### src/rtl/ifmc_pkg.sv
// Shared types and constants for the IR frame message collector.
// No dependencies; imported by ifmc_ctrl, ifmc_dp and the top level.
package ifmc_pkg;

    // payload widths
    localparam int SAMPLE_W   = 10;
    localparam int SENDER_W   = 3;
    localparam int LEN_W      = 4;
    localparam int TEXT_W     = 64;
    localparam int CHAR_W     = 8;
    localparam int S_TDATA_W  = 16;   // sample, padded to bytes
    localparam int M_TDATA_W  = 72;   // length + text, padded to bytes

    // parameter defaults
    localparam int DEF_FRAME_BITS  = 12;
    localparam int DEF_NUM_SENDERS = 8;
    localparam int DEF_MAX_CHARS   = 8;

    localparam logic [SAMPLE_W-1:0] THRESH_RESET = 10'd600;
    localparam logic [CHAR_W-1:0]   EOT_CHAR     = 8'd4;

    // controller -> datapath
    typedef struct packed {
        logic frame_clr;  // restart frame: clear bit count and shift reg
        logic shift;      // shift in the sliced bit of an accepted sample
        logic store;      // append decoded character to its sender row
        logic dump_init;  // point row index at sender 0
        logic dump_rd;    // read row at row index into output regs
        logic dump_next;  // advance row index
        logic dump_end;   // clear all row lengths
    } t_dp_cmd;

    // datapath -> controller
    typedef struct packed {
        logic bit_one;    // current sample above threshold
        logic last_bit;   // next shifted bit completes the frame
        logic is_eot;     // decoded character is end of transmission
        logic dump_last;  // row index is the final sender
    } t_dp_status;

endpackage

### src/rtl/ifmc_dp.sv
// Datapath: threshold slicer, frame shifter, row lengths and character memory.
// Depends on ifmc_pkg; driven by ifmc_ctrl commands.
module ifmc_dp #(
    parameter int FRAME_BITS  = ifmc_pkg::DEF_FRAME_BITS,
    parameter int NUM_SENDERS = ifmc_pkg::DEF_NUM_SENDERS,
    parameter int MAX_CHARS   = ifmc_pkg::DEF_MAX_CHARS
) (
    input  logic                            i_clk,
    input  logic                            i_rst_n,
    input  logic                            i_cfg_wr_en,
    input  logic [ifmc_pkg::SAMPLE_W-1:0]   i_cfg_wr_data,
    input  logic [ifmc_pkg::SAMPLE_W-1:0]   i_sample,
    input  ifmc_pkg::t_dp_cmd               i_cmd,
    output ifmc_pkg::t_dp_status            o_status,
    output logic [ifmc_pkg::SENDER_W-1:0]   o_sender,
    output logic [ifmc_pkg::LEN_W-1:0]      o_length,
    output logic [ifmc_pkg::TEXT_W-1:0]     o_text
);
    import ifmc_pkg::*;

    localparam int CW    = $clog2(FRAME_BITS);
    localparam int SW    = (NUM_SENDERS > 1) ? $clog2(NUM_SENDERS) : 1;
    localparam int PW    = (MAX_CHARS > 1) ? $clog2(MAX_CHARS) : 1;
    localparam int ROW_W = MAX_CHARS * CHAR_W;

    logic [SAMPLE_W-1:0]   r_thresh;
    logic [CW-1:0]         r_count;
    logic [FRAME_BITS-1:0] r_shift;
    logic [LEN_W-1:0]      r_len [NUM_SENDERS];
    logic [ROW_W-1:0]      mem [NUM_SENDERS];
    logic [ROW_W-1:0]      r_rd_row;
    logic [LEN_W-1:0]      r_rd_len;
    logic [SW-1:0]         r_idx;

    logic                  bit_one;
    logic [CHAR_W-1:0]     ch;
    logic [SENDER_W-1:0]   snd;
    logic                  snd_ok;
    logic [SW-1:0]         snd_i;
    logic [SW-1:0]         rd_addr;
    logic [LEN_W-1:0]      len_rd;
    logic [PW-1:0]         pos_i;
    logic                  store_we;
    logic [ROW_W-1:0]      masked;

    always_ff @(posedge i_clk) begin
        if (!i_rst_n) begin
            r_thresh <= THRESH_RESET;
        end else if (i_cfg_wr_en) begin
            r_thresh <= i_cfg_wr_data;
        end
    end

    assign bit_one = (i_sample > r_thresh);

    // bit 0 of the frame ends up highest
    always_ff @(posedge i_clk) begin
        if (!i_rst_n) begin
            r_count <= '0;
            r_shift <= '0;
        end else if (i_cmd.frame_clr) begin
            r_count <= '0;
            r_shift <= '0;
        end else if (i_cmd.shift) begin
            r_count <= r_count + 1'b1;
            r_shift <= {r_shift[FRAME_BITS-2:0], bit_one};
        end
    end

    assign ch     = r_shift[FRAME_BITS-2 -: CHAR_W];
    assign snd    = r_shift[FRAME_BITS-2-CHAR_W -: SENDER_W];
    assign snd_ok = ({1'b0, snd} < (SENDER_W+1)'(NUM_SENDERS));
    assign snd_i  = snd[SW-1:0];

    // one read port on the length file, shared by store and dump
    assign rd_addr  = i_cmd.dump_rd ? r_idx : snd_i;
    assign len_rd   = r_len[rd_addr];
    assign pos_i    = len_rd[PW-1:0];
    assign store_we = i_cmd.store && snd_ok && (len_rd < LEN_W'(MAX_CHARS));

    always_ff @(posedge i_clk) begin
        if (!i_rst_n) begin
            for (int s = 0; s < NUM_SENDERS; s++) begin
                r_len[s] <= '0;
            end
        end else if (i_cmd.dump_end) begin
            for (int s = 0; s < NUM_SENDERS; s++) begin
                r_len[s] <= '0;
            end
        end else if (store_we) begin
            r_len[snd_i] <= len_rd + 1'b1;
        end
    end

    // character memory, byte write, registered row read; not cleared,
    // bytes past the row length are masked on the way out
    always_ff @(posedge i_clk) begin
        if (store_we) begin
            for (int b = 0; b < MAX_CHARS; b++) begin
                if (pos_i == PW'(b)) begin
                    mem[snd_i][b*CHAR_W +: CHAR_W] <= ch;
                end
            end
        end
        if (i_cmd.dump_rd) begin
            r_rd_row <= mem[r_idx];
            r_rd_len <= len_rd;
        end
    end

    always_ff @(posedge i_clk) begin
        if (!i_rst_n) begin
            r_idx <= '0;
        end else if (i_cmd.dump_init) begin
            r_idx <= '0;
        end else if (i_cmd.dump_next) begin
            r_idx <= r_idx + 1'b1;
        end
    end

    always_comb begin
        for (int b = 0; b < MAX_CHARS; b++) begin
            masked[b*CHAR_W +: CHAR_W] = (LEN_W'(b) < r_rd_len) ?
                r_rd_row[b*CHAR_W +: CHAR_W] : '0;
        end
    end

    assign o_text   = TEXT_W'(masked);
    assign o_length = r_rd_len;
    assign o_sender = SENDER_W'(r_idx);

    assign o_status.bit_one   = bit_one;
    assign o_status.last_bit  = (r_count == CW'(FRAME_BITS - 1));
    assign o_status.is_eot    = (ch == EOT_CHAR);
    assign o_status.dump_last = (r_idx == SW'(NUM_SENDERS - 1));

endmodule

### src/rtl/ifmc_ctrl.sv
// Controller FSM: sample intake, frame decode and row dump sequencing.
// Depends on ifmc_pkg; commands ifmc_dp.
module ifmc_ctrl (
    input  logic                  i_clk,
    input  logic                  i_rst_n,
    input  logic                  i_s_valid,
    input  logic                  i_m_ready,
    input  ifmc_pkg::t_dp_status  i_status,
    output logic                  o_s_ready,
    output logic                  o_m_valid,
    output ifmc_pkg::t_dp_cmd     o_cmd
);
    import ifmc_pkg::*;

    localparam logic [2:0] S_IDLE     = 3'd0;
    localparam logic [2:0] S_REC      = 3'd1;
    localparam logic [2:0] S_DECODE   = 3'd2;
    localparam logic [2:0] S_DUMP_RD  = 3'd3;
    localparam logic [2:0] S_DUMP_OUT = 3'd4;

    logic [2:0] r_state;
    logic [2:0] n_state;

    assign o_s_ready = (r_state == S_IDLE) || (r_state == S_REC);
    assign o_m_valid = (r_state == S_DUMP_OUT);

    always_comb begin
        n_state = r_state;
        o_cmd   = '0;
        unique case (r_state)
            S_IDLE: begin
                if (i_s_valid && i_status.bit_one) begin
                    o_cmd.frame_clr = 1'b1;
                    n_state         = S_REC;
                end
            end
            S_REC: begin
                if (i_s_valid) begin
                    o_cmd.shift = 1'b1;
                    if (i_status.last_bit) begin
                        n_state = S_DECODE;
                    end
                end
            end
            S_DECODE: begin
                o_cmd.frame_clr = 1'b1;
                if (i_status.is_eot) begin
                    o_cmd.dump_init = 1'b1;
                    n_state         = S_DUMP_RD;
                end else begin
                    o_cmd.store = 1'b1;
                    n_state     = S_REC;
                end
            end
            S_DUMP_RD: begin
                o_cmd.dump_rd = 1'b1;
                n_state       = S_DUMP_OUT;
            end
            S_DUMP_OUT: begin
                if (i_m_ready) begin
                    if (i_status.dump_last) begin
                        o_cmd.dump_end = 1'b1;
                        n_state        = S_IDLE;
                    end else begin
                        o_cmd.dump_next = 1'b1;
                        n_state         = S_DUMP_RD;
                    end
                end
            end
            default: begin
                n_state = S_IDLE;
            end
        endcase
    end

    always_ff @(posedge i_clk) begin
        if (!i_rst_n) begin
            r_state <= S_IDLE;
        end else begin
            r_state <= n_state;
        end
    end

    a_no_overlap: assert property (@(posedge i_clk) disable iff (!i_rst_n)
        o_m_valid |-> !o_s_ready)
        else $error("input ready while a row is offered");

    a_decode_once: assert property (@(posedge i_clk) disable iff (!i_rst_n)
        (r_state == S_DECODE) |=> (r_state == S_REC || r_state == S_DUMP_RD))
        else $error("decode did not resolve in one cycle");

    a_dump_done: assert property (@(posedge i_clk) disable iff (!i_rst_n)
        (o_m_valid && i_m_ready && i_status.dump_last) |=> (r_state == S_IDLE))
        else $error("dump did not return to idle");

endmodule

### src/rtl/ir_frame_message_collector.sv
// IR frame message collector: a data frame takes FRAME_BITS accepted samples, then a
// decode state with the input stalled. An end-of-transmission frame goes from decode to a
// row dump that handles each sender row in turn (row read, then row offered), paced by the
// single row read port of the character memory.
// Reset (i_rst_n, synchronous, active low) returns to idle, threshold to 600 and all row
// lengths to zero; the character memory is not cleared, row lengths mask stale bytes.
module ir_frame_message_collector #(
    parameter int FRAME_BITS  = ifmc_pkg::DEF_FRAME_BITS,
    parameter int NUM_SENDERS = ifmc_pkg::DEF_NUM_SENDERS,
    parameter int MAX_CHARS   = ifmc_pkg::DEF_MAX_CHARS
) (
    input  logic                             i_clk,
    input  logic                             i_rst_n,
    // threshold register write
    input  logic                             i_cfg_wr_en,
    input  logic [ifmc_pkg::SAMPLE_W-1:0]    i_cfg_wr_data,
    // sample stream
    input  logic                             s_axis_tvalid,
    output logic                             s_axis_tready,
    input  logic [ifmc_pkg::S_TDATA_W-1:0]   s_axis_tdata,   // [9:0] sample, [15:10] zero
    // sender row stream
    output logic                             m_axis_tvalid,
    input  logic                             m_axis_tready,
    output logic [ifmc_pkg::M_TDATA_W-1:0]   m_axis_tdata,   // [3:0] length, [67:4] text,
                                                             // [71:68] zero
    output logic [ifmc_pkg::SENDER_W-1:0]    m_axis_tuser,   // [2:0] sender
    output logic                             m_axis_tlast
);
    import ifmc_pkg::*;

    t_dp_cmd             cmd;
    t_dp_status          status;
    logic [SENDER_W-1:0] sender;
    logic [LEN_W-1:0]    length;
    logic [TEXT_W-1:0]   text;

    // FSM: idle hunting for a start level, recording, decode, row dump
    ifmc_ctrl u_ctrl (
        .i_clk     (i_clk),
        .i_rst_n   (i_rst_n),
        .i_s_valid (s_axis_tvalid),
        .i_m_ready (m_axis_tready),
        .i_status  (status),
        .o_s_ready (s_axis_tready),
        .o_m_valid (m_axis_tvalid),
        .o_cmd     (cmd)
    );

    // slicer, frame shifter, per-sender lengths and character rows
    ifmc_dp #(
        .FRAME_BITS  (FRAME_BITS),
        .NUM_SENDERS (NUM_SENDERS),
        .MAX_CHARS   (MAX_CHARS)
    ) u_dp (
        .i_clk         (i_clk),
        .i_rst_n       (i_rst_n),
        .i_cfg_wr_en   (i_cfg_wr_en),
        .i_cfg_wr_data (i_cfg_wr_data),
        .i_sample      (s_axis_tdata[SAMPLE_W-1:0]),
        .i_cmd         (cmd),
        .o_status      (status),
        .o_sender      (sender),
        .o_length      (length),
        .o_text        (text)
    );

    // result request: held stable by the datapath regs until taken
    assign m_axis_tdata = M_TDATA_W'({text, length});
    assign m_axis_tuser = sender;
    assign m_axis_tlast = status.dump_last;

endmodule
### config.mk
export PLATFORM = sky130hd
export DESIGN_NAME = ir_frame_message_collector
export DESIGN_NICKNAME = d
export VERILOG_FILES = /design/src/rtl/ifmc_pkg.sv /design/src/rtl/ifmc_dp.sv /design/src/rtl/ifmc_ctrl.sv /design/src/rtl/ir_frame_message_collector.sv
export SDC_FILE = /design/constraint.sdc
export NUM_CORES = 1
export LEC_CHECK = 0
export BUFFER_PORTS_ARGS = -buffer_cell sky130_fd_sc_hd__buf_2
export CAP_MARGIN = 10
export CORE_AREA = 2 2 220 222
export DETAILED_ROUTE_END_ITERATION = 16
export DIE_AREA = 0 0 222 224
export GPL_TIMING_DRIVEN = 0
export MAX_ROUTING_LAYER = met4
export PLACE_DENSITY_LB_ADDON = 0.25
export SKIP_LAST_GASP = 1
export SYNTH_ARGS = -nofsm -noshare
export SYNTH_HDL_FRONTEND = slang
export SYNTH_SLANG_ARGS = --single-unit
### constraint.sdc
create_clock -name i_clk -period 4.58 [get_ports i_clk]
set_input_delay 0.687 -clock i_clk [delete_from_list [all_inputs] [get_ports i_clk]]
set_output_delay 0.687 -clock i_clk [all_outputs]
set_load 0.03 [all_outputs]
==> flow_results.org, run 1 <==
** Run status
- The flow ran to the end, and the final reports show no timing, DRC or antenna violations.

** CTS
- Root buf cell :: sky130_fd_sc_hd__clkbuf_16
- Number of gates resized after cts :: 0
- Number of buffers on the longest clock path :: 3
- Insertion delay of the later-clocked pin in the worst-skew pair :: approximately 610 ps
- The tree built by TritonCTS fans out to ~640 sinks.
- Number of buffers inserted to repair setup after CTS :: 0
- TritonCTS built the clock tree.
- The number of hold buffers added after CTS was 0.
- The number of clock buffers added by TritonCTS is 61.
- Clock-pin slew was measured on the worst setup and hold paths at 60 ps.
- H-tree level count :: 2

** Worst setup path
- Reg-to-Reg Start :: u_ctrl.r_state[0]
- On the critical path the largest part of the delay comes from simple AND/OR/NAND/NOR gates.
- Count of cells along the worst register-to-register path :: 12
- CP endpoint kind :: flip-flop
- Biggest fanout along the worst timing path :: between 70 and 80
- CP peak stage delay :: between 800 and 900 ps
- FF-to-FF setup slack :: between 300 and 400 ps
- The worst setup path is launched from a flip-flop.
- The critical path is of the flip-flop to flip-flop type.
- Required time of the critical path :: 4800 ps
- Among all stages on the critical path, the largest delay is contributed by sky130_fd_sc_hd__nor2_1.
- Terminus of the critical flop-to-flop path :: u_dp.mem[6][49]
- Critical path cell sequence :: nand3b_2, buf_6, clkinv_4, o21ai_0, nor2_1, a32oi_1, nand2_1, inv_1, ha_1, buf_2, nand2_1, nor2_1
- Buffers plus inverters on the worst setup path :: 4
- For the worst setup path, the data arrival time is roughly 4400 ps.

** Logic synthesis
- Number of distinct library cell variants in the gate-level netlist after synthesis :: 57
- In this run the mean area of a mapped cell was 19.0 um2.
- Yosys mapped a number of flops with a built-in enable equal to just over 600.
- For this run, the number of Yosys warnings is 0.
- The cell area that synthesis handed to floorplanning was around 0.026 mm2.
- Async set-or-reset flop fraction in the synthesized netlist :: 0
- Flop and latch count out of synthesis :: 643
- Post-Syn Instances :: 1,359
- Among all flip-flop cells after synthesis, the most frequent one is sky130_fd_sc_hd__edfxtp_1.
- Part of the Yosys area used for sequential elements :: 0.738

** Route
- Per-cell via count in the routed design :: 5.91
- Number of detailed-route iterations in the first pass :: 6
- Starting DRC count in detailed routing :: 1,419
- The final route contains 12,973 vias.
- DRC violations left :: 0
- Dividing the detail-routed wire length by the instance count gives 24.4 um.
- The final layout contains routed wiring with a total length of 53,600 um.
- The count of nets left with antenna violations once routing finished came out at 0.

** Power and ir drop
- Int Pwr :: 9.41 mW
- The share of total power dissipated in the clock network is 0.427.
- Relative contribution of combinational cells to total power :: 0.026
- The analysis attributes to net switching a power of roughly 2.3 mW.
- Total power for the finished layout comes to 11.7 mW.
- Lkg Pwr :: 9.51 nW
- Of the total power, registers draw 0.547.
- Peak supply drop :: 0.289 mV
- Pwr/cell area :: 401 mW/mm2
- Of the total power, the share spent switching nets is 0.196.

** Timing
- For the finished layout, the period the worst path requires is 4180 ps.
- For the pin with the worst max-slew slack, the measured transition is 1060 ps.
- Final setup slack of the worst path :: 399 ps
- Measured against its own limit, the worst slew margin works out to 0.297.
- Fmax :: 239 MHz
- Final Setup Violations :: 0
- Total count of max-transition violations in the final report :: 0
- Sum of negative setup slack :: 0 ps
- Clock Skews :: about 10 ps
- Unrepaired setup endpoints after global routing :: false
- The hold violation count in the final report was 0.
- Share of the clock period used by the worst path after layout :: 0.913

** Floorplan
- The initial utilization of the core area, before any placement, comes to 0.544.
- Core Region :: around 0.047 mm2
- I/O pin total :: 109
- Overall die area :: 0.0497 mm2
- Die width :: approximately 220 um
- Chip height :: 224 um
- The floorplan has 80 rows.

** Global routing
- The initial antenna violation count is 0.
- Largest net degree at the start of global routing :: 77
- Wire length of the first global-routing pass :: slightly above 80,000 um
- The number of global-route vias before repair is about 13,000.
- For this run, the total global-route usage over all layers was measured as 0.228.
- Total grt overflow :: 0

** Cells and area
- In the layout the commonest cells are 612 x sky130_fd_sc_hd__edfxtp_1, 134 x sky130_fd_sc_hd__mux4_2, 112 x sky130_fd_sc_hd__buf_2.
- Compared with the post-synthesis result, the final layout area differs by 13.5%.
- After the flow finishes, the layout carries non-filler instances totaling 2,196.
- Diodes inserted :: 0
- Most common cell after layout, fill and taps aside :: sky130_fd_sc_hd__edfxtp_1
- Share of layout cells above drive strength 1 :: 0.294
- After the last flow step, the layout net total stands at 1,584.

** Placed design
- Sum of net half-perimeters after detailed placement :: roughly 35,000 um
- Counting tap cells, the placed design contains a total of approximately 2,100 instances.
- Post-place setup slack :: 303 ps
- Last weighted congestion value of the routability-driven placer :: 0.912
- Number of buffers inserted by port buffering :: 97

** Run
- Max-cap check violation count :: 0

** Hold path
- The worst hold path begins at i_cfg_wr_data[6].
- Worst hold path endpoint :: u_dp.r_thresh[6]
- Along the worst hold path, the cell count comes to 3.
- The min-delay analysis places its worst path in the category input port to flip-flop.
## final cells by class
| type | count | area [um2] |
|---|---|---|
| sequential | 643 | 19000 |
| fill | 3301 | 18100 |
| multi-input combinational | 625 | 6340 |
| clock buffer | 70 | 1560 |
| tap | 615 | 769 |
| timing repair buffer | 109 | 694 |
| clock inverter | 40 | 412 |
| buffer | 71 | 350 |
| inverter | 23 | 91.3 |
## power by group through the flow
| stage | sequential, mW | clock, mW | combinational (mW) |
|---|---|---|---|
| 6_report | 6.40 | 5.00 | 0.309 |
| 3_3_place_gp | 6.52 | 0 | 0.300 |
| 5_1_grt | 6.40 | 5.30 | 0.338 |
| 3_5_place_dp | 6.52 | 0 | 0.307 |
| 4_1_cts | 6.40 | 5.07 | 0.309 |
| 2_1_floorplan | 6.52 | 0 | 0.222 |
## worst max-delay path by stage
| stage | from | end | slack [ps] | depth (start not counted) |
|---|---|---|---|---|
| CTS | u_ctrl.r_state[0] | u_dp.mem[6][49] | 270 | 12 |
| detailed placement | u_ctrl.r_state[0] | u_dp.mem[6][53] | 300 | 12 |
| floorplan | u_dp.r_shift[10] | u_dp.mem[1][40] | 1440 | 6 |
| finish | u_ctrl.r_state[0] | u_dp.mem[6][49] | 400 | 12 |
| global route | u_ctrl.r_state[0] | u_dp.mem[6][49] | 20 | 12 |
| global placement | u_dp.r_shift[6] | u_dp.mem[1][42] | -410 | 6 |
## flip-flops by register name, summed over array words and instances, names as in the netlist
register,flops
u_dp.r_count,4
u_dp.mem,512
u_dp.r_shift,11
u_dp.r_len,32
u_dp.o_length,4
u_ctrl.r_state,3
u_dp.o_sender,3
u_dp.r_thresh,10
u_dp.r_rd_row,64
## kinds of logic after synthesis
| group | after synthesis | share of synthesized area |
|---|---|---|
| buf+inv | 94 | 0.0171 |
| other cells | 1 | 0.000146 |
| simple gates | 311 | 0.0633 |
| mux | 211 | 0.151 |
| xor+xnor | 4 | 0.00136 |
| fa+ha+maj | 19 | 0.00923 |
| flops | 643 | 0.738 |
| compound gates | 76 | 0.0205 |
## cell usage after synthesis (all sizes together), types with 2 or more instances
cell type / number / area share
a211oi: 8 / 0.0023
a21o: 4 / 0.0012
a21oi: 23 / 0.0048
a311oi: 2 / 0.00068
a32oi: 3 / 0.0010
and2: 20 / 0.0049
and3: 3 / 0.00073
buf: 44 / 0.0097
clkbuf: 27 / 0.0039
dfxtp: 31 / 0.024
edfxtp: 612 / 0.71
ha: 19 / 0.0092
inv: 22 / 0.0032
mux2: 65 / 0.028
mux2i: 12 / 0.0051
mux4: 134 / 0.12
nand2: 73 / 0.011
nand2b: 3 / 0.00073
nand3: 8 / 0.0016
nand3b: 5 / 0.0016
nand4: 6 / 0.0015
nand4b: 3 / 0.0016
nor2: 112 / 0.021
nor2b: 56 / 0.014
nor3: 4 / 0.00078
nor3b: 2 / 0.00058
nor4: 10 / 0.0024
o211a: 3 / 0.0012
o211ai: 9 / 0.0026
o21a: 2 / 0.00058
o21ai: 17 / 0.0033
or3: 3 / 0.00073
xor2: 3 / 0.0010
## through the flow
stage / area [um2] / utilization / hold WS [ps]
finish: 29200 / 0.617 / 294
global route: 29200 / 0.617 / 278
CTS: 29200 / 0.617 / 265
detailed placement: 27200 / 0.575 / 483
global placement: 27000 / 0.571 / 469
floorplan: 25800 / - / 454
## metal layers
layer,global-route usage,up-vias,wire (um)
met4,0.0523,0,956
li1,-,5709,-
met5,-,-,0
met3,0.0424,69,3780
met2,0.370,500,26800
met1,0.305,6695,22100
## worst reg2reg max path, delay by kind of cell (launching register included)
family | cells | cell delay [ps]
AOI/OAI and AO/OA | 2 | 930
adders and majority gates | 1 | 220
buffers and inverters | 4 | 1020
DFF | 1 | 370
and+or+nand+nor | 5 | 1280
Power figures use the tool's default switching activity.
==> inputs of run 2 (changes only) <==
REMOVE_ABC_BUFFERS = 1   (was not set)
==> run 2 against run 1 <==
Compared with the run above: die area is the same; clock skew grew 12 ps; sequential power is essentially flat; clock power is essentially flat; flip-flop and latch count stayed put; routed wire length fell by 7.9%; final cell count shrank 2.9%; largest power group unchanged; fmax is 2.6% lower; total power down 0.10%; non-clock buffer count decreased by 68; clock-buffer cell count up 16; worst setup slack got worse by 110 ps.
==> flow_results.org, run 2 (same netlist as run 1, synthesis figures left out) <==
** Run status
- Status :: finished clean

** CTS
- H-tree level count :: 3 (+1)
- Number of buffers added to fix hold violations after cts :: 0 (unchanged)
- Insertion delay of the later-clocked pin in the worst-skew pair :: 580 ps (-30 ps)
- CTS placed an instance of sky130_fd_sc_hd__clkbuf_16 at the clock tree root.
- The buffer count from post-CTS setup fixing came to 0 (unchanged).
- Number of buffers on the longest clock path :: 3 (unchanged)
- Clock net sink count :: 643 (unchanged)
- Cts bufs inserted :: 66 (+8.2%)
- The post-CTS clock slew at the launch and capture registers of the worst setup and hold paths is 60 ps (about the same).
- TritonCTS built the clock tree.

** Power and ir drop
- The worst ir drop on vdd came to 0.279 mV (-3.4%).
- The power per cell area is 400 mW/mm2 (about the same).
- Power consumption :: 11.7 mW (-0.10%)
- The total leakage power came to 9.45 nW (-0.72%).

** Floorplan
- The area of the core region is 0.0473 mm2 (unchanged).
- The height of the chip was 224 um (unchanged).
- Overall die area :: 0.0497 mm2 (unchanged)
- I/O pin total :: 109 (unchanged)
- The horizontal extent of the die is 222 um (unchanged).
- The starting utilization of the core area came to 0.544 (unchanged).
- The site row count was 80 (unchanged).

** Worst setup path
- The data required time at the worst endpoint was 4810 ps (about the same).
- The reg2reg setup slack is 290 ps (-110 ps).
- STA classifies the critical path startpoint as a flip-flop.
- WP data arrival :: 4520 ps (+120 ps)
- Biggest fanout along the worst timing path :: 76 (unchanged)
- CP endpoint kind :: flip-flop
- WS Path Type :: flip-flop to flip-flop

** Cells and area
- Max FFs per register :: 512 (unchanged)
- Share of layout cells above drive strength 1 :: 0.310 (+0.0157)
- Filler Cell Count :: 3,322 (+0.64%)
- Most frequent cells in the layout :: 612 x sky130_fd_sc_hd__edfxtp_1, 134 x sky130_fd_sc_hd__mux4_2, 98 x sky130_fd_sc_hd__buf_2
- Post-layout net count :: 1,521 (-4.0%)
- The largest registers in the layout are u_dp.mem: 512 flops, u_dp.r_rd_row: 64 flops, u_dp.r_len: 32 flops.
- Layout Utilization :: 0.617 (about the same)
- Diodes inserted :: 0 (unchanged)
- u_dp.mem holds more flip-flops than any other register.
- Most common cell after layout, fill and taps aside :: sky130_fd_sc_hd__edfxtp_1
- Area growth, synth to finish :: 13.4% (about the same)
- Final Instance Area :: 0.0292 mm2 (about the same)

** Route
- Per-cell via count in the routed design :: 5.87 (-0.56%)
- Via count of the routed design :: 12,524 (-3.5%)
- The first-pass iteration count of the detailed router was 5 (-1).
- ANT nets after route :: 0 (unchanged)
- The detailed-route wire length was 49,400 um (-7.9%).
- The post-detailed-route wirelength per cell came to 23.2 um (-5.1%).
- DRC violations left :: 0 (unchanged)
- Starting DRC count in detailed routing :: 1,121 (-21%)

** Timing
- The worst clock skew was 22.4 ps (+12.3 ps).
- The worst-case setup margin in the final layout was 286 ps (-113 ps).
- The final-report setup violation count came to 0 (unchanged).
- Worst-Margin Slew :: 1200 ps (+149 ps)
- Headroom to the max-slew limit :: 0.197 (-0.0991)
- Setup repair after global routing left no endpoint under its margin.
- Total count of max-transition violations in the final report :: 0 (unchanged)
- Fmax :: 233 MHz (-2.6%)
- Share of the clock period used by the worst path after layout :: 0.938 (+0.0247)
- Final Hold Fails :: 0 (unchanged)
- Shortest clock period the worst path allows after layout :: 4290 ps (+113 ps)

** Global routing
- Total grt overflow :: 0 (unchanged)
- The initial antenna violation count was 0 (unchanged).
- The global-route usage over all layers was 0.211 (-0.0165).
- Wire length of the first global-routing pass :: 76,300 um (-6.2%)
- The number of global-route vias before repair was 12,893 (-2.7%).
- Largest net degree at the start of global routing :: 77 (unchanged)

** Run
- Max-cap check violation count :: 0 (unchanged)

** Placed design
- Area after detailed placement :: 0.0270 mm2 (-0.74%)
- Sum of net half-perimeters after detailed placement :: 30,500 um (-13%)
- Last weighted congestion value of the routability-driven placer :: 0.854 (-6.3%)
- Number of buffers inserted by port buffering :: 98 (+1.0%)
- Post-place setup slack :: -467 ps (-770 ps)

** Hold path
- The tightest min-delay check is of the input port to flip-flop type.
run 2: changes by cell type in the layout (fill, tap and decap cells not counted), moves of 8 or more:
cell                        change
sky130_fd_sc_hd__buf_1         -19
sky130_fd_sc_hd__clkbuf_1      -22
sky130_fd_sc_hd__buf_4          -8
sky130_fd_sc_hd__buf_2         -14
sky130_fd_sc_hd__nor2_4        +14
sky130_fd_sc_hd__clkbuf_16     +10
sky130_fd_sc_hd__nor2_1        -21
run 2: worst max-delay path, stage by stage, from the launching register on:
cell and delay [ps]:
sky130_fd_sc_hd__dfxtp_1 640, sky130_fd_sc_hd__nand3b_4 370, sky130_fd_sc_hd__inv_16 420, sky130_fd_sc_hd__mux2i_4 430
sky130_fd_sc_hd__o2111ai_1 240, sky130_fd_sc_hd__o311ai_4 190, sky130_fd_sc_hd__inv_2 170, sky130_fd_sc_hd__or3_2 930
sky130_fd_sc_hd__nor2_4 510
run 2: metal layers:
metal | GRT usage | share of wire | up-vias
li1 | - | - | 5591
met5 | - | 0 | -
met4 | 0.0578 | 0.017 | 0
met3 | 0.0352 | 0.056 | 55
met2 | 0.345 | 0.50 | 384
met1 | 0.280 | 0.42 | 6494
run 2: timing repair:
action	CTS	global route
gates cloned	0	0
gates resized for setup	10	28
setup endpoints to repair	272	304
run 2: layout make-up:
cell class / instances / area [um2] / share of cell area
sequential: 643 / 19000 / 0.651
timing repair buffer: 112 / 823 / 0.0282
clock inverter: 28 / 175 / 0.00600
inverter: 23 / 103 / 0.00351
clock buffer: 86 / 1840 / 0.0631
tap: 615 / 769 / 0.0263
multi-input combinational: 625 / 6470 / 0.222
run 2: final timing paths:
path	from	cells past startpoint	to
worst max-delay path	u_ctrl.r_state[0]	8	u_dp.mem[7][15]
worst min-delay path	i_cfg_wr_data[9]	3	u_dp.r_thresh[9]
worst max register to register	u_ctrl.r_state[0]	8	u_dp.mem[7][15]
worst min register to register	u_dp.r_thresh[3]	2	u_dp.r_thresh[3]
run 2: through the flow:
step,TNS (ps),instances,hold WS (ps)
3_5_place_dp,-46490,2018,478
5_1_grt,0,2132,337
3_3_place_gp,-4140410,2004,463
2_1_floorplan,-2236460,1291,454
6_report,0,2132,339
4_1_cts,-228,2132,318
run 2: report_power, final:
part	leakage (nW)	total [mW]	internal [mW]	switching, mW
clock	0.994	5.01	2.93	2.07
sequential	5.97	6.41	6.38	0.0269
combinational	2.49	0.281	0.0888	0.192
==> inputs of run 3 (changes only) <==
CORE_AREA = 2 2 212 214   (was 2 2 220 222)
DIE_AREA = 0 0 214 216   (was 0 0 222 224)
==> run 3 against run 2 <==
Compared with the run above: clock skew increased by 3.3 ps; flip-flop and latch count unchanged; sequential share of layout area increased by 0.47 points; routed wire length decreased by 0.19%; combinational power about the same; sequential power about the same; via count increased by 0.62%.
==> flow_results.org, run 3 (same netlist as run 1, synthesis figures left out) <==
** Route
- The DRC violation count after routing was 0 (unchanged).
- Number of detailed-route iterations in the first pass :: 8 (+3)
- Routed wire per std cell :: 23.4 um (+1.1%)
- Starting DRC count in detailed routing :: 1,241 (+11%)
- Total Routed Length :: 49,300 um (-0.19%)
- The number of vias in the routed layout was 12,602 (+0.62%).
- The post-route antenna net violation count came to 0 (unchanged).
- Per-cell via count in the routed design :: 5.99 (+1.9%)

** Worst setup path
- FF-to-FF setup slack :: 40 ps (-250 ps)
- Logic depth of the worst path, buffers included :: 9 (+1)
- Capturing element of the worst setup path :: u_dp.mem[7][57]
- The most numerous cell type found on the critical path is sky130_fd_sc_hd__nor2_2.
- Beginning of the critical path :: u_ctrl.r_state[0]
- The number of cells traversed by the worst register-to-register path is 9 (+1).
- The data required time at the worst endpoint came to 4820 ps (about the same).
- The delay of the slowest cell on the worst path is 620 ps (-310 ps).
- CP endpoint kind :: flip-flop
- Buffers plus inverters on the worst setup path :: 2 (unchanged)
- WP data arrival :: 4780 ps (+260 ps)
- Critical path cell sequence :: nand3b_2, inv_16, mux2_2, a311oi_1, nor2_2, inv_1, ha_1, nand2_1, nor2_2
- The slowest stage of the critical path is the sky130_fd_sc_hd__dfxtp_1 cell.
- Critical path's top delay family :: simple AND/OR/NAND/NOR gates
- Terminus of the critical flop-to-flop path :: u_dp.mem[7][57]
- Sort of element at the start of the critical path :: flip-flop
- Reg-to-Reg Start :: u_ctrl.r_state[0]
- The critical path in this run is classified as flip-flop to flip-flop.
- The largest fanout of any net on the critical path was 76 (unchanged).

** Cells and area
- From synthesis to final layout, the design area changed by 12.6%.
- Filler Cell Count :: 2,870 (-14%)
- The share of final-layout standard cells stronger than drive strength 1 was 0.313 (+0.00346).
- Largest reg by FF count :: u_dp.mem
- Most common cell after layout, fill and taps aside :: sky130_fd_sc_hd__edfxtp_1
- Largest registers in the final layout :: u_dp.mem: 512 flops, u_dp.r_rd_row: 64 flops, u_dp.r_len: 32 flops
- Leaving out fill and tap cells, the most frequent cells in the layout are 612 x sky130_fd_sc_hd__edfxtp_1, 134 x sky130_fd_sc_hd__mux4_2, 98 x sky130_fd_sc_hd__buf_2.
- Post-layout net count :: 1,516 (-0.33%)
- Finished Layout Cells :: 2,105 (-1.3%)
- Max FFs per register :: 512 (unchanged)
- The final design utilization came to 0.661 (+0.0446).
- The count of antenna diodes in the layout is 0 (unchanged).

** Timing
- The worst clock skew was 25.7 ps (+3.34 ps).
- Share of the clock period used by the worst path after layout :: 0.992 (+0.0543)
- The max-slew violation count is 0 (unchanged).
- The worst-case setup margin in the final layout was 37.1 ps (-248 ps).
- The headroom to the max-slew limit came to 0.307 (+0.110).
- The actual slew at the worst max-slew pin came to 1030 ps (-171 ps).
- Setup repair after global routing could not meet its margin everywhere.
- The top achievable clock speed was 220 MHz (-5.5%).
- The hold violation count in the final report was 0 (unchanged).
- The total negative slack came to 0 ps (unchanged).
- Final Setup Violations :: 0 (unchanged)
- The post-route minimum period was 4540 ps (+248 ps).

** CTS
- The clock insertion delay at the later pin of the skew report is 620 ps (+40 ps).
- The post-CTS clock slew at the launch and capture registers of the worst setup and hold paths is 60 ps (about the same).
- Root buf cell :: sky130_fd_sc_hd__clkbuf_16
- Cts bufs inserted :: 61 (-7.6%)
- The buffer count from post-CTS setup fixing is 0 (unchanged).
- Number of buffers added to fix hold violations after cts :: 0 (unchanged)
- The count of clock tree sinks came to 643 (unchanged).
- Number of buffers on the longest clock path :: 3 (unchanged)
- TritonCTS built the clock tree.
- H-tree level count :: 2 (-1)

** Power and ir drop
- Lkg Pwr :: 9.36 nW (-0.94%)
- Peak supply drop :: 0.270 mV (-3.2%)
- The power per cell area came to 394 mW/mm2 (-1.5%).
- Power consumption :: 11.4 mW (-2.2%)

** Global routing
- Total grt overflow :: 0 (unchanged)
- The global-route wire length before repair came to 75,700 um (-0.79%).
- The number of global-route vias before repair is 12,929 (+0.28%).
- The global-route usage over all layers is 0.224 (+0.0123).
- The largest net degree at the start of global routing is 77 (unchanged).
- Number of antenna violations at the first check in global routing :: 0 (unchanged)

** Placed design
- The number of I/O port buffers came to 98 (unchanged).
- Last weighted congestion value of the routability-driven placer :: 0.916 (+7.2%)
- The pre-CTS worst setup slack was -483 ps (-15.4 ps).
- The half-perimeter wire length after detailed placement is 30,100 um (-1.5%).
- The total instance count after detailed placement came to 1,995 (-1.1%).

** Run status
- The flow ran to the end, and the final reports show no timing, DRC or antenna violations.

** Hold path
- The worst hold path belongs to the class input port to flip-flop.
- The worst hold path depth was 3 (unchanged).

** Floorplan
- The number of top-level pins came to 109 (unchanged).
- Number of placement rows :: 77 (-3.8%)
- The starting utilization of the core area is 0.588 (+0.0436).
- The horizontal extent of the die was 214 um (-3.6%).
- The height of the chip is 216 um (-3.6%).
- The area of the core region was 0.0438 mm2 (-7.4%).
- The die area came to 0.0462 mm2 (-7.0%).

** Run
- The max-capacitance violation count is 0 (unchanged).
-- run 3: changes by cell type in the layout (fill, tap and decap cells not counted), sizes merged --
cell | before | now
bufinv | 2 | 3
clkinv | 25 | 21
inv | 24 | 26
clkbuf | 86 | 82
clkinvlp | 0 | 1
-- run 3: tightest hold or removal path: cells and delay by family --
| family | cells | cell delay (ps) |
|---|---|---|
| simple gates | 1 | 50 |
| compound gates | 1 | 60 |
| buf+inv | 1 | 80 |
-- run 3: layer usage --
metal  share of wire  wire [um]  vias up  global-route usage
met5               0          0        -                   -
met4           0.023       1140        0              0.0627
met3           0.067       3320       96              0.0420
met2            0.50      24600      482               0.357
met1            0.41      20300     6452               0.300
li1                -          -     5572                   -
-- run 3: stage by stage --
step,cell area [um2],hold WS (ps)
after floorplan,25400,454
final,29000,311
after global placement,26600,468
after detailed placement,27000,475
after CTS,28900,280
after global routing,29000,284
-- run 3: area by class of cell --
| cell class | count | area (um2) | area share |
|---|---|---|---|
| sequential | 643 | 19000 | 0.656 |
| multi-input combinational | 625 | 6430 | 0.222 |
| clock buffer | 82 | 1660 | 0.0574 |
| timing repair buffer | 112 | 823 | 0.0284 |
| tap | 592 | 741 | 0.0255 |
| clock inverter | 28 | 215 | 0.00742 |
| inverter | 23 | 103 | 0.00354 |
-- run 3: worst min path at each step --
| stage | from | endpoint | slack, ps |
|---|---|---|---|
| floorplan | u_dp.r_count[1] | u_dp.r_count[1] | 450 |
| global placement | u_dp.r_count[1] | u_dp.r_count[1] | 470 |
| detailed placement | u_dp.r_count[1] | u_dp.r_count[1] | 480 |
| CTS | i_cfg_wr_data[4] | u_dp.r_thresh[4] | 280 |
| global route | i_cfg_wr_data[4] | u_dp.r_thresh[4] | 280 |
| finish | i_cfg_wr_data[4] | u_dp.r_thresh[4] | 310 |
-- run 3: where the power goes --
group          internal (mW)  switching [mW]  leakage [nW]
logic                 0.0895           0.191          2.46
clock network           2.70            2.04         0.935
registers               6.38          0.0260          5.97
-- run 3: what timing repair did --
item	in CTS	in global routing
pin swaps	0	0
cloned	0	0
setup endpoints to repair	261	229
resized for setup	16	15
